===== config.mk =====
export PLATFORM = sky130hd
export DESIGN_NAME = format_string_output_engine
export DESIGN_NICKNAME = d
export VERILOG_FILES = /design/src/rtl/fsoe_pkg.sv /design/src/rtl/format_string_output_engine.sv /design/src/rtl/fsoe_digits.sv
export SDC_FILE = /design/constraint.sdc
export NUM_CORES = 1
export LEC_CHECK = 0
export BUFFER_PORTS_ARGS = -buffer_cell sky130_fd_sc_hd__buf_2
export CORE_ASPECT_RATIO = 1.1
export CORE_MARGIN = 2
export CORE_UTILIZATION = 50
export CTS_CLUSTER_DIAMETER = 30
export CTS_CLUSTER_SIZE = 24
export DETAILED_ROUTE_END_ITERATION = 8
export PLACE_DENSITY = 0.66
export SETUP_SLACK_MARGIN = 0.05
export SKIP_CTS_REPAIR_TIMING = 1
export SYNTH_ARGS = -nofsm -noshare
export SYNTH_HDL_FRONTEND = slang
export SYNTH_SLANG_ARGS = --single-unit

===== constraint.sdc =====
create_clock -name i_clk -period 7.2 [get_ports i_clk]
set_clock_uncertainty 0.2 [all_clocks]
set_input_delay 1.44 -clock i_clk [delete_from_list [all_inputs] [get_ports i_clk]]
set_output_delay 1.44 -clock i_clk [all_outputs]
set_load 0.005 [all_outputs]

===== src/rtl/fsoe_pkg.sv =====
// Shared types, character constants and helper functions of the format output engine.
`default_nettype none

package fsoe_pkg;

    // Character codes
    localparam logic [7:0] C_NUL   = 8'h00;
    localparam logic [7:0] C_LF    = 8'h0A;
    localparam logic [7:0] C_CR    = 8'h0D;
    localparam logic [7:0] C_PCT   = 8'h25;
    localparam logic [7:0] C_MINUS = 8'h2D;
    localparam logic [7:0] C_ZERO  = 8'h30;
    localparam logic [7:0] C_UC_A  = 8'h41;
    localparam logic [7:0] C_UC_X  = 8'h58;
    localparam logic [7:0] C_LC_A  = 8'h61;
    localparam logic [7:0] C_LC_C  = 8'h63;
    localparam logic [7:0] C_LC_D  = 8'h64;
    localparam logic [7:0] C_LC_S  = 8'h73;
    localparam logic [7:0] C_LC_X  = 8'h78;

    // Commands from the sequencer to the digit unit
    typedef struct packed {
        logic load_bin;  // start a binary to BCD conversion of the word
        logic load_hex;  // load the word as hex digits
        logic shift;     // drop the top digit
    } t_dig_ctl;

    // Status of the digit unit
    typedef struct packed {
        logic       busy;     // conversion still running
        logic [3:0] digit;    // current top digit
        logic       rem_one;  // the top digit is the last one
    } t_dig_sts;

    // Bytes of the UTF-8 bomb marker, in output order
    function automatic logic [7:0] bomb_byte(input logic [1:0] idx);
        logic [7:0] b;
        case (idx)
            2'd0:    b = 8'hF0;
            2'd1:    b = 8'h9F;
            2'd2:    b = 8'h92;
            default: b = 8'hA3;
        endcase
        return b;
    endfunction

    // ASCII character of one digit, hex letters in either case
    function automatic logic [7:0] digit_char(input logic [3:0] d, input logic upper);
        logic [7:0] base;
        logic [7:0] c;
        base = upper ? C_UC_A : C_LC_A;
        if (d < 4'd10) begin
            c = C_ZERO + {4'd0, d};
        end else begin
            c = base + {4'd0, d} - 8'd10;
        end
        return c;
    endfunction

endpackage

`default_nettype wire


===== src/rtl/format_string_output_engine.sv =====
// Top level of the format output engine: decode, sequencing and output register.
`default_nettype none

// One format byte enters per item together with an argument word, and the
// engine sends out zero or more bytes, the final byte of each item marked
// with o_last. For %d the bit-serial binary to BCD converter shifts one
// argument bit per cycle, and the digit shift register, which holds NDIG =
// max(3*ARG_BITS/10+1, ceil(ARG_BITS/4)) digits (10 for 32 bits), skips or
// sends one digit per cycle, a sent digit only while the output register is
// free. A new item is taken once the previous one has placed its final
// byte in the output register, even if that byte has not yet been taken
// downstream.
module format_string_output_engine #(
    parameter int ARG_BITS = 32
) (
    input  wire logic               i_clk,
    input  wire logic               i_rst_n,
    input  wire logic               i_in_valid,
    output logic                    o_in_ready,
    input  wire logic [7:0]         i_fmt_char,
    input  wire logic signed [31:0] i_arg_value,
    output logic                    o_out_valid,
    input  wire logic               i_out_ready,
    output logic [7:0]              o_out_char,
    output logic                    o_last
);

    typedef enum logic [5:0] {
        S_IDLE   = 6'b000001,
        S_BYTE   = 6'b000010,
        S_BOMB   = 6'b000100,
        S_CONV   = 6'b001000,
        S_SIGN   = 6'b010000,
        S_DIGITS = 6'b100000
    } t_state;

    t_state r_state, n_state;
    logic   r_in_format, n_in_format;
    logic   r_after_cr, n_after_cr;
    logic   r_neg, n_neg;
    logic   r_upper, n_upper;
    logic   r_lead, n_lead;
    logic [1:0] r_cnt, n_cnt;
    logic [7:0] r_byte, n_byte;

    logic       r_out_valid;
    logic [7:0] r_out_char;
    logic       r_out_last;

    logic [ARG_BITS-1:0] w;
    logic [ARG_BITS-1:0] neg_w;
    logic [ARG_BITS-1:0] dig_word;
    logic                in_acc;
    logic                out_free;
    logic                push;
    logic [7:0]          push_char;
    logic                push_last;
    logic                swallow;

    fsoe_pkg::t_dig_ctl dig_ctl;
    fsoe_pkg::t_dig_sts dig_sts;

    // Sign-extend or cut the argument to an ARG_BITS two's complement word
    generate
        if (ARG_BITS > 32) begin : g_ext
            assign w = {{(ARG_BITS-32){i_arg_value[31]}}, i_arg_value};
        end else begin : g_cut
            assign w = i_arg_value[ARG_BITS-1:0];
        end
    endgenerate

    // Magnitude for %d; the most negative value stays correct as unsigned
    assign neg_w    = ~w + {{(ARG_BITS-1){1'b0}}, 1'b1};
    assign dig_word = dig_ctl.load_bin ? (w[ARG_BITS-1] ? neg_w : w) : w;

    assign o_in_ready = (r_state == S_IDLE);
    assign in_acc     = i_in_valid && o_in_ready;
    assign out_free   = !r_out_valid || i_out_ready;
    assign swallow    = r_after_cr && (i_fmt_char == fsoe_pkg::C_LF ||
                                       i_fmt_char == fsoe_pkg::C_CR);

    fsoe_digits #(
        .ARG_BITS (ARG_BITS)
    ) u_digits (
        .i_clk   (i_clk),
        .i_rst_n (i_rst_n),
        .i_ctl   (dig_ctl),
        .i_word  (dig_word),
        .o_sts   (dig_sts)
    );

    // Sequencer: decode an item, then hand out its bytes one per push
    always_comb begin
        n_state     = r_state;
        n_in_format = r_in_format;
        n_after_cr  = r_after_cr;
        n_neg       = r_neg;
        n_upper     = r_upper;
        n_lead      = r_lead;
        n_cnt       = r_cnt;
        n_byte      = r_byte;
        push        = 1'b0;
        push_char   = r_byte;
        push_last   = 1'b0;
        dig_ctl     = '0;

        case (r_state)
            S_IDLE: begin
                if (in_acc) begin
                    if (i_fmt_char == fsoe_pkg::C_NUL) begin
                        // End of string: drop both modes, emit nothing
                        n_in_format = 1'b0;
                        n_after_cr  = 1'b0;
                    end else if (r_in_format) begin
                        n_in_format = 1'b0;
                        n_after_cr  = 1'b0;
                        case (i_fmt_char)
                            fsoe_pkg::C_PCT: begin
                                n_byte  = fsoe_pkg::C_PCT;
                                n_state = S_BYTE;
                            end
                            fsoe_pkg::C_LC_C: begin
                                n_byte  = i_arg_value[7:0];
                                n_state = S_BYTE;
                            end
                            fsoe_pkg::C_LC_D: begin
                                dig_ctl.load_bin = 1'b1;
                                n_neg   = w[ARG_BITS-1];
                                n_upper = 1'b0;
                                n_lead  = 1'b1;
                                n_state = S_CONV;
                            end
                            fsoe_pkg::C_LC_X: begin
                                dig_ctl.load_hex = 1'b1;
                                n_upper = 1'b0;
                                n_lead  = 1'b1;
                                n_state = S_DIGITS;
                            end
                            fsoe_pkg::C_UC_X: begin
                                dig_ctl.load_hex = 1'b1;
                                n_upper = 1'b1;
                                n_lead  = 1'b1;
                                n_state = S_DIGITS;
                            end
                            fsoe_pkg::C_LC_S: begin
                                // String conversion is not supported: emit nothing
                                n_state = S_IDLE;
                            end
                            default: begin
                                n_cnt   = 2'd0;
                                n_state = S_BOMB;
                            end
                        endcase
                    end else begin
                        n_after_cr = 1'b0;
                        if (!swallow) begin
                            if (i_fmt_char == fsoe_pkg::C_PCT) begin
                                n_in_format = 1'b1;
                            end else if (i_fmt_char == fsoe_pkg::C_CR) begin
                                // CR goes out as LF and arms the swallow
                                n_byte     = fsoe_pkg::C_LF;
                                n_after_cr = 1'b1;
                                n_state    = S_BYTE;
                            end else begin
                                n_byte  = i_fmt_char;
                                n_state = S_BYTE;
                            end
                        end
                    end
                end
            end
            S_BYTE: begin
                if (out_free) begin
                    push      = 1'b1;
                    push_char = r_byte;
                    push_last = 1'b1;
                    n_state   = S_IDLE;
                end
            end
            S_BOMB: begin
                if (out_free) begin
                    push      = 1'b1;
                    push_char = fsoe_pkg::bomb_byte(r_cnt);
                    push_last = (r_cnt == 2'd3);
                    n_cnt     = r_cnt + 2'd1;
                    if (r_cnt == 2'd3) begin
                        n_state = S_IDLE;
                    end
                end
            end
            S_CONV: begin
                // Wait for the converter to shift in every argument bit
                if (!dig_sts.busy) begin
                    n_state = r_neg ? S_SIGN : S_DIGITS;
                end
            end
            S_SIGN: begin
                if (out_free) begin
                    push      = 1'b1;
                    push_char = fsoe_pkg::C_MINUS;
                    n_state   = S_DIGITS;
                end
            end
            S_DIGITS: begin
                if (r_lead && dig_sts.digit == 4'd0 && !dig_sts.rem_one) begin
                    // Skip a leading zero; the last digit always goes out
                    dig_ctl.shift = 1'b1;
                end else if (out_free) begin
                    push          = 1'b1;
                    push_char     = fsoe_pkg::digit_char(dig_sts.digit, r_upper);
                    push_last     = dig_sts.rem_one;
                    dig_ctl.shift = 1'b1;
                    n_lead        = 1'b0;
                    if (dig_sts.rem_one) begin
                        n_state = S_IDLE;
                    end
                end
            end
            default: begin
                n_state = S_IDLE;
            end
        endcase
    end

    always_ff @(posedge i_clk) begin
        if (!i_rst_n) begin
            r_state     <= S_IDLE;
            r_in_format <= 1'b0;
            r_after_cr  <= 1'b0;
            r_out_valid <= 1'b0;
        end else begin
            r_state     <= n_state;
            r_in_format <= n_in_format;
            r_after_cr  <= n_after_cr;
            if (push) begin
                r_out_valid <= 1'b1;
            end else if (i_out_ready) begin
                r_out_valid <= 1'b0;
            end
        end
    end

    // Payload registers: the output byte and its last flag hold until the next push
    always_ff @(posedge i_clk) begin
        r_neg   <= n_neg;
        r_upper <= n_upper;
        r_lead  <= n_lead;
        r_cnt   <= n_cnt;
        r_byte  <= n_byte;
        if (push) begin
            r_out_char <= push_char;
            r_out_last <= push_last;
        end
    end

    assign o_out_valid = r_out_valid;
    assign o_out_char  = r_out_char;
    assign o_last      = r_out_last;

    // Format mode and the CR swallow are never armed together
    a_modes_exclusive: assert property (@(posedge i_clk) disable iff (!i_rst_n)
        r_in_format |-> !r_after_cr)
        else $error("format mode and CR swallow both set");

    // No item is taken while the converter is still running
    a_accept_idle_unit: assert property (@(posedge i_clk) disable iff (!i_rst_n)
        in_acc |-> !dig_sts.busy)
        else $error("item accepted during conversion");

    // Digits are only read from a finished conversion
    a_digits_after_conv: assert property (@(posedge i_clk) disable iff (!i_rst_n)
        (r_state == S_DIGITS) |-> !dig_sts.busy)
        else $error("digit read while converter busy");

    // The final digit of a number is marked last
    a_last_digit: assert property (@(posedge i_clk) disable iff (!i_rst_n)
        (r_state == S_DIGITS && push && dig_sts.rem_one) |=> (o_out_valid && o_last))
        else $error("final digit not marked last");

endmodule

`default_nettype wire


===== src/rtl/fsoe_digits.sv =====
// Digit unit: bit-serial binary to BCD conversion and a digit shift register.
`default_nettype none

module fsoe_digits #(
    parameter int ARG_BITS = 32
) (
    input  wire logic                 i_clk,
    input  wire logic                 i_rst_n,
    input  wire fsoe_pkg::t_dig_ctl   i_ctl,
    input  wire logic [ARG_BITS-1:0]  i_word,
    output fsoe_pkg::t_dig_sts        o_sts
);

    localparam int NDEC = (ARG_BITS * 3) / 10 + 1;
    localparam int NHEX = (ARG_BITS + 3) / 4;
    localparam int NDIG = (NDEC > NHEX) ? NDEC : NHEX;
    localparam int W    = NDIG * 4;
    localparam int CW   = $clog2(ARG_BITS + 1);
    localparam int RW   = $clog2(NDIG + 1);

    logic [W-1:0]        r_bcd;
    logic [ARG_BITS-1:0] r_bin;
    logic [CW-1:0]       r_bits;
    logic [RW-1:0]       r_rem;
    logic [W-1:0]        adj;

    // Add three to every digit of five or more before the next shift
    always_comb begin
        for (int k = 0; k < NDIG; k++) begin
            adj[4*k +: 4] = (r_bcd[4*k +: 4] >= 4'd5) ? r_bcd[4*k +: 4] + 4'd3
                                                       : r_bcd[4*k +: 4];
        end
    end

    always_ff @(posedge i_clk) begin
        if (!i_rst_n) begin
            r_bits <= '0;
            r_rem  <= '0;
        end else if (i_ctl.load_bin) begin
            r_bits <= CW'(ARG_BITS);
            r_rem  <= RW'(NDIG);
        end else if (i_ctl.load_hex) begin
            r_bits <= '0;
            r_rem  <= RW'(NDIG);
        end else if (r_bits != '0) begin
            r_bits <= r_bits - CW'(1);
        end else if (i_ctl.shift) begin
            r_rem  <= r_rem - RW'(1);
        end
    end

    always_ff @(posedge i_clk) begin
        if (i_ctl.load_bin) begin
            r_bin <= i_word;
            r_bcd <= '0;
        end else if (i_ctl.load_hex) begin
            r_bcd <= W'(i_word);
        end else if (r_bits != '0) begin
            r_bcd <= {adj[W-2:0], r_bin[ARG_BITS-1]};
            r_bin <= r_bin << 1;
        end else if (i_ctl.shift) begin
            r_bcd <= r_bcd << 4;
        end
    end

    assign o_sts.busy    = (r_bits != '0);
    assign o_sts.digit   = r_bcd[W-1 -: 4];
    assign o_sts.rem_one = (r_rem == RW'(1));

endmodule

`default_nettype wire


# Word-level counts from Yosys, hierarchy flattened
# Cells that the tools add are included.
[totals]
ff_bits = 113
inputBits = 44
[classes]
addsub = 17
magnitude_cmp = 11
eq_ne = 38
n_mux = 94
n_bitwise = 4
reduce_logical = 39
[op_table]
columns = ["operator", "n"]
rows = [
  ["$mux 32", 6],
  ["$mux 6", 18],
  ["$mux 40", 2],
  ["$mux 8", 9],
  ["$mux 4", 13],
  ["$eq 8x7->1 const B", 5],
  ["$ge 4x3->1 const B", 10],
  ["$add 4x2->4 const B", 9],
  ["$pmux 6 s6", 1],
  ["$add 32x1->32 const B", 1],
  ["$not 32->32", 1],
  ["$mux 1", 26],
  ["$ne 2x2->1 const B", 13],
  ["$pmux 6 s4", 1],
  ["$pmux 8 s3", 1],
  ["$pmux 7 s3", 1],
  ["$mux 2", 9],
  ["$eq 8x4->1 const B", 2],
  ["$pmux 8 s2", 1],
  ["$reduce_and 12->1", 1],
  ["$reduce_and 6->1", 2],
  ["$reduce_bool 2->1", 6],
  ["$reduce_and 5->1", 2],
  ["$ne 3x3->1 const B", 3],
  ["38 further kinds", 60],
]

# Longest topological paths before layout
# Gate-level depths: netlist of the first run.
[depth]
ltp_word = 9
mapped_depth = 10
mapped_depth_nobuf = 8

# Hierarchy
# A second synthesis of the first run with hierarchy kept.
[hier_totals]
cells_unflattened = 792
area_unflattened_um2 = 7468.4
[by_module_without_submodules]
columns = ["module", "n_inst", "cells_per_inst", "area_each_um2", "seq_area_each_um2"]
rows = [
  ["fsoe_digits", 1, 480, 4732.0, 1961.9],
  ["format_string_output_engine", 1, 312, 2736.4, 840.8],
]

# Least setup slack after synthesis of the first run
# No wires, ideal clock.
[synth_timing]
kind = "input to register"
startpoint = "input i_fmt_char[5]"
endpoint = "register u_digits.r_bin[0], enable pin"
setup_ps = 466
arrival_time_ps = 4994
required_ps = 6534
slack_ps = 1540
stages = 5
path_cell_list = "nor4_1 a21oi_1 and3_1 buf_2 o21ai_0"
[synth_via]
elab_chain_cells = 9
elab_cells_between_ends = 14
cone_classes = "eq/ne: 4; mux: 6; reduce/logical: 4"
[synth_lines]
columns = ["item", "line_no", "source"]
rows = [
  ["from (decl)", "format_string_output_engine.sv:20", "input wire logic [7:0] i_fmt_char,"],
  ["$eq 8x7->1", "format_string_output_engine.sv:117", "case (i_fmt_char)"],
  ["$reduce_or 2->1 (no line)", "-", ""],
  ["$mux 1", "format_string_output_engine.sv:117", ""],
  ["$mux 2", "format_string_output_engine.sv:114", "end else if (r_in_format) begin"],
  ["$mux 2 *", "format_string_output_engine.sv:110", "if (i_fmt_char == fsoe_pkg::C_NUL) begin"],
  ["$mux 2 *", "format_string_output_engine.sv:109", "if (in_acc) begin"],
  ["$mux 2 *", "format_string_output_engine.sv:107", "case (r_state)"],
  ["$ne 2x1->1 (no line)", "-", ""],
  ["$reduce_and 2->1 (no line) *", "-", ""],
  ["to (signal assigned)", "fsoe_digits.sv:54", "r_bin <= i_word;"],
  ["to (signal assigned)", "fsoe_digits.sv:60", "r_bin <= r_bin << 1;"],
  ["to (decl)", "fsoe_digits.sv:22", "logic [ARG_BITS-1:0] r_bin;"],
]
# Every way passes the cells marked *; elsewhere a longest branch is shown, timed or not.
# A chain may end at the register's enable or synchronous reset.

# Worst setup path in the final report of the first run
[layout_timing]
startpoint = "input i_fmt_char[1]"
endpoint = "register u_digits.r_bin[15], data pin"
[layout_via]
elab_chain_cells = 8
elab_cells_between_ends = 9
cone_classes = "eq/ne: 1; mux: 7; reduce/logical: 1"
[layout_lines]
columns = ["item", "line_no", "source"]
rows = [
  ["$eq 8x7->1", "format_string_output_engine.sv:117", ""],
  ["$mux 1", "format_string_output_engine.sv:117", ""],
  ["$mux 2", "format_string_output_engine.sv:114", ""],
  ["$mux 2 *", "format_string_output_engine.sv:110", ""],
  ["$mux 2 *", "format_string_output_engine.sv:109", ""],
  ["$mux 2 *", "format_string_output_engine.sv:107", ""],
  ["$mux 32", "format_string_output_engine.sv:74", "assign dig_word = dig_ctl.load_bin ? (w[ARG_BITS-1] ? neg_w : w) : w;"],
  ["$mux 32 *", "fsoe_digits.sv:53", "if (i_ctl.load_bin) begin"],
]
# Marked as above.

==> metrics.txt, run 1 <==
status=complete, no violations; Die Width=118 um; Mapped Cells=830; final hold vios=0; Syn Area/Cell=8.61 um^2; Primary FF master, synth=dfxtp_1; PD cells=454 nW/um^2; Fillers=about 1300; die area=15300 um^2; Post-Syn Area=7140 um^2; part of the power in registers=between 30% and 40%; antenna diode count=0; Buffers on Ports=54; Final GP Congestion=roughly 0.9; CP Class=in -> reg; worst ir drop on vdd=between 0.0002 and 0.0003 V; Pint=2210 uW; Switch Pwr=1450 uW; total grt overflow=0; count of final setup violators=0; Critical Path AT=4210 ps; DR vias=~6500; IO Count=55; Routed WL per cell=between 15 and 20 um; dpl hpwl=13400 um; min Tclk post-route=between 4000 and 5000 ps; Comb pwr share=a little under half; Async S/R FF share, synth=0%; clock root cell=clkbuf_16; # nets final=about 940; synthesis-to-layout area growth=13.0%; Rel. slew slack=17.1%; drt initial violations=595; worst-margin pin slew=~1200 ps; Yosys reg bits=113; initial antenna violation count=0; Placeable Area=13900 um^2; share of layout cells above drive strength 1=about 12%; RSZ-0062 raised after global routing=false; part of the cycle the worst path needs=59.5%; Initial Util=about 51%; count of cell types in the netlist=74; Non-Filler Instances=1067; first-pass GRT wire length=around 30000 um; # placed instances=1035; Worst EP required=7130 ps; final setup TNS=0 ps; DRC errors left=0; YS warnings=0; final core occ=58.1%; Leakage=just over 0.003 uW; clk sinks=approximately 110; routed vias/inst=6.13; FP Rows=45; TritonCTS clock tree=done; sequential area share after synthesis=39.2%; Critical Path End Type=flip-flop; Clock Latency Late Sink=between 400 and 500 ps; clock buffer depth=2; Sw Ratio=39.6%; Die Y=129 um; largest net degree at the start of global routing=50; Worst setup SP type=input port; maximum fanout along the worst path=40; Reg clk slew, reported paths=50 ps; vias in the first global route=6197; MaxCap Viol Count=0; fmax=about 230 MHz; HP Class=reg -> reg; final WL=around 19000 um; total track usage=25.2%; Max Transition Viols Final=0; synthesized net count=902; htree depth=4; Clock power frac=21.5%; hold_ws=282 ps; Final ANT Viol Nets=0; Post-synth EDFFs=54; TritonCTS buffer count=17; Detailed Routing Iterations Pass 1=5
## routing by layer
layer / routed length [um] / up-vias / global-route usage [%]
met5: 0 / - / 0
met4: 549 / 0 / 11.9
met3: 739 / 38 / 3.79
met2: 9370 / 190 / 44.7
met1: 8080 / 3161 / 30.4
li1: - / 3154 / -
## worst max-delay path, cell delays in order
cell and delay [ps]:
buf_2 130, nor4b_1 660, nor4b_4 510, nand3_2 680
inv_2 600, a31oi_1 170
## layout by cell type, fill, tap and decap left out, drive strengths merged, types with 23 or more instances in the layout
master and count:
a21oi 61, buf 59, clkbuf 23, dfxtp 59, edfxtp 54, ha 28, inv 41, nand2 99
nor2 60, o21ai 80, xnor2 35
## cells in the mapped netlist (12+ instances only)
cell type	count	area [um^2]
o21ai_0	63	315
o21ai_1	17	85.1
dfxtp_1	59	1180
nor2_1	60	225
a21oi_1	61	305
nor3_1	21	105
o31ai_1	14	105
nand3_1	15	75.1
ha_1	28	350
o211ai_1	22	165
xnor2_1	35	307
a211oi_1	16	120
nand2b_1	12	75.1
clkbuf_1	30	113
edfxtp_1	54	1620
nand2_1	99	372
inv_1	39	146
xor2_1	15	131
## power by group through the flow
stage	clock, uW	sequential (uW)	combinational (uW)
after floorplan	0	1160	1320
after global placement	0	1210	1590
after detailed placement	0	1220	1650
after CTS	795	1210	1670
after global routing	827	1250	1900
final	786	1220	1660
## cells by family (layout without fill, tap and decap cells)
family,count (synthesis),after routing,share of synthesized area [%]
and+or+nand+nor,284,284,20.4
buffers and inverters,83,132,4.55
muxes,8,8,1.26
adders and majority gates,28,28,4.90
xor gates and xnor gates,50,50,6.13
DFF,113,113,39.2
AOI/OAI and AO/OA,264,264,23.5
## through the flow
step / setup slack [ps] / power, uW / instance area, um^2
final: 2910 / 3670 / 8080
after global routing: 2640 / 3970 / 8080
after CTS: 2930 / 3670 / 8080
after floorplan: 1540 / 2480 / 7140
after global placement: 2710 / 2800 / 7530
after detailed placement: 2510 / 2870 / 7530
## flip-flops by register name, summed over array words and instances (netlist names)
name,cells
r_cnt,2
r_upper,1
r_neg,1
o_out_char,8
u_digits.r_bits,6
r_state,6
o_out_valid,1
o_last,1
r_in_format,1
u_digits.r_rem,4
r_byte,8
r_lead,1
u_digits.r_bcd,40
u_digits.r_bin,32
r_after_cr,1
## cell type report
class,instances,area (um^2),share of cell area [%]
well taps,188,235,2.91
flip-flops and latches,113,2800,34.7
clock buffers,23,458,5.67
inverters,41,154,1.91
multi-input cells,634,4030,49.9
repair buffers,59,308,3.81
clock inverters,9,90.1,1.12
## final timing paths
check,to,slack (ps),from,depth (start not counted)
setup / recovery,u_digits.r_bin[15],2910,i_fmt_char[1],6
hold / removal,r_after_cr,280,r_after_cr,2
hold reg to reg,r_after_cr,280,r_after_cr,2
setup reg to reg,u_digits.r_bcd[31],3220,u_digits.r_bits[0],9
Note: power is estimated with default switching activity, not from simulation.
==> inputs of run 2 (changes only) <==
--- a/config.mk
+++ b/config.mk
@@ -12,7 +12,7 @@
 export CTS_CLUSTER_DIAMETER = 30
 export CTS_CLUSTER_SIZE = 24
 export DETAILED_ROUTE_END_ITERATION = 8
-export PLACE_DENSITY = 0.66
+export PLACE_DENSITY = 0.69
 export SETUP_SLACK_MARGIN = 0.05
 export SKIP_CTS_REPAIR_TIMING = 1
 export SYNTH_ARGS = -nofsm -noshare
==> constraint.sdc (replaced) <==
create_clock -name i_clk -period 3.48 [get_ports i_clk]
set_clock_uncertainty 0.2 [all_clocks]
set_input_delay 0.696 -clock i_clk [delete_from_list [all_inputs] [get_ports i_clk]]
set_output_delay 0.696 -clock i_clk [all_outputs]
set_load 0.005 [all_outputs]
==> run 2 against run 1 <==
  * Combinational power up 110%
  * Critical path type is now reg -> reg
  * Critical path depth did not move
  * Sequential share of layout area down 1.3 points
  * Largest cell class unchanged
  * Non-clock buffer count is 28 higher
  * Highest routed layer unchanged
  * Core utilization increased by 2.2 points
==> metrics.txt, run 2 (same netlist as run 1, synthesis figures left out) <==
status=complete, no violations; worst-margin pin slew=986 ps (-254 ps); Pint=4830 uW (+120%); synthesis-to-layout area growth=17.4%; final WL=18700 um (-0.37%); fmax=333 MHz; most common cell after layout, fill and taps aside=nand2_1; RR Startpoint=r_state[2]; # nets final=966 (+3.0%); CP cell instances=or4_1 -> nor4b_4 -> and4_1 -> o41ai_1 -> xor2_1 -> o21ai_1; Critical Path End Type=flip-flop; Setup WS post-layout=481 ps (-2430 ps); initial antenna violation count=0 (unchanged); most frequent cells in the layout=nand2_1 (99), o21ai_0 (62), a21oi_1 (61), nor2_1 (60), dfxtp_1 (59); htree depth=4 (unchanged); clock buffer depth=2 (unchanged); clock root cell=clkbuf_16; clk sinks=113 (unchanged); FP Rows=45 (unchanged); Worst EP required=3440 ps (-3690 ps); die area=15300 um^2 (unchanged); R2R cell count=6 (-3); Buffers on Ports=54 (unchanged); DRC errors left=0 (unchanged); CP max-delay cell=or4_1; RSZ-0062 raised after global routing=false; largest net degree at the start of global routing=50 (unchanged); Switch Pwr=3010 uW (+110%); maximum fanout along the worst path=10 (-75%); Leakage=0.00325 uW (+6.2%); Min-Delay Endpoint=r_after_cr; Hold Crit Start=r_after_cr; Routed WL per cell=17.1 um (-2.9%); Die Width=118 um (unchanged); CP Class=reg -> reg; min Tclk post-route=3000 ps; Comb pwr share=45.0% (-0.3 points); MaxCap Viol Count=0 (unchanged); Max Transition Viols Final=0 (unchanged); first-pass GRT wire length=31000 um (+1.3%); Sw Ratio=38.4% (-1.2 points); Largest Register=u_digits.r_bcd; max reg flops=40 (unchanged); dpl hpwl=13500 um (+0.75%); TritonCTS buffer count=17 (unchanged); Die Y=129 um (unchanged); DR vias=6595 (+0.79%); Placeable Area=13900 um^2 (unchanged); RR Endpoint=u_digits.r_bin[17]; Final GP Congestion=0.919 (+2.0%); worst ir drop on vdd=0.000529 V (+92%); vias in the first global route=6427 (+3.7%); total track usage=25.2% (about the same); final setup TNS=0 ps (unchanged); Detailed Routing Iterations Pass 1=5 (unchanged); Clock Latency Late Sink=420 ps (about the same); Worst setup SP type=flip-flop; TritonCTS clock tree=done; Reg clk slew, reported paths=50 ps (about the same); Setup WS pre-CTS=226 ps (-2280 ps); Critical Path AT=2950 ps (-1260 ps); HP Class=reg -> reg; part of the cycle the worst path needs=~86%; Initial Util=51.4% (unchanged); Largest stage delay, worst path=670 ps (about the same); Clock power frac=23.0% (+1.5 points); share of layout cells above drive strength 1=15.9% (+3.6 points); hold_ws=278 ps (-4.19 ps); part of the power in registers=32.0% (-1.2 points); Final ANT Viol Nets=0 (unchanged); flop2flop setup slack=480 ps (-2740 ps); final hold vios=0 (unchanged); Largest regs=u_digits.r_bcd x40, u_digits.r_bin x32; count of final setup violators=0 (unchanged); Hold Crit Depth=2 (unchanged); IO Count=55 (unchanged); total grt overflow=0 (unchanged); Rel. slew slack=34.0% (+17 points); PD cells=935 nW/um^2 (+110%); antenna diode count=0 (unchanged); drt initial violations=492 (-17%); routed vias/inst=6.02 (-1.8%)
-- run 2: layer usage --
metal  share of wire (%)  track usage (%)  vias up
met5                   0                0        -
met4                 2.6             10.5        0
met3                 5.3             5.24       46
met2                  49             43.6      244
met1                  43             31.0     3100
li1                    -                -     3205
-- run 2: final cells by class --
type	count	area [um^2]
clock buffers	24	534
well taps	188	235
inverters	41	154
fillers	1215	5520
repair buffers	87	531
clock inverters	8	95.1
multi-input cells	634	4040
flip-flops and latches	113	2800
-- run 2: worst max-delay path: cells and delay by family, from the launching register on --
kind             cells  cell delay, ps
flip-flops           1             380
XOR/XNOR             1             240
AO/OA/AOI/OAI        2             270
AND/OR/NAND/NOR      3            1660
-- run 2: how the worst max path moves through the flow --
stage	from	to	slack [ps]	depth (start not counted)
after floorplan	i_fmt_char[5]	u_digits.r_bin[0]	350	5
after global placement	i_fmt_char[7]	u_digits.r_bin[6]	230	8
after detailed placement	i_fmt_char[7]	u_digits.r_bin[17]	230	8
after CTS	r_state[2]	u_digits.r_bin[17]	470	6
after global routing	r_state[2]	u_digits.r_bin[17]	340	6
final	r_state[2]	u_digits.r_bin[17]	480	6
-- run 2: power by group through the flow --
stage	Combinational (uW)	Sequential [uW]	Clock (uW)
after detailed placement	3510	2510	0
after floorplan	2750	2370	0
after global routing	3990	2580	1890
after global placement	3380	2490	0
final	3530	2510	1810
after CTS	3530	2490	1830
-- run 2: stage by stage --
step	instance area [um^2]	utilization, %	std cells	total power (uW)
floorplan	7160	-	830	5130
CTS	8390	60.3	1095	7850
global placement	7760	55.8	1063	5870
detailed placement	7760	55.8	1063	6020
finish	8390	60.3	1095	7840
global route	8390	60.3	1095	8460
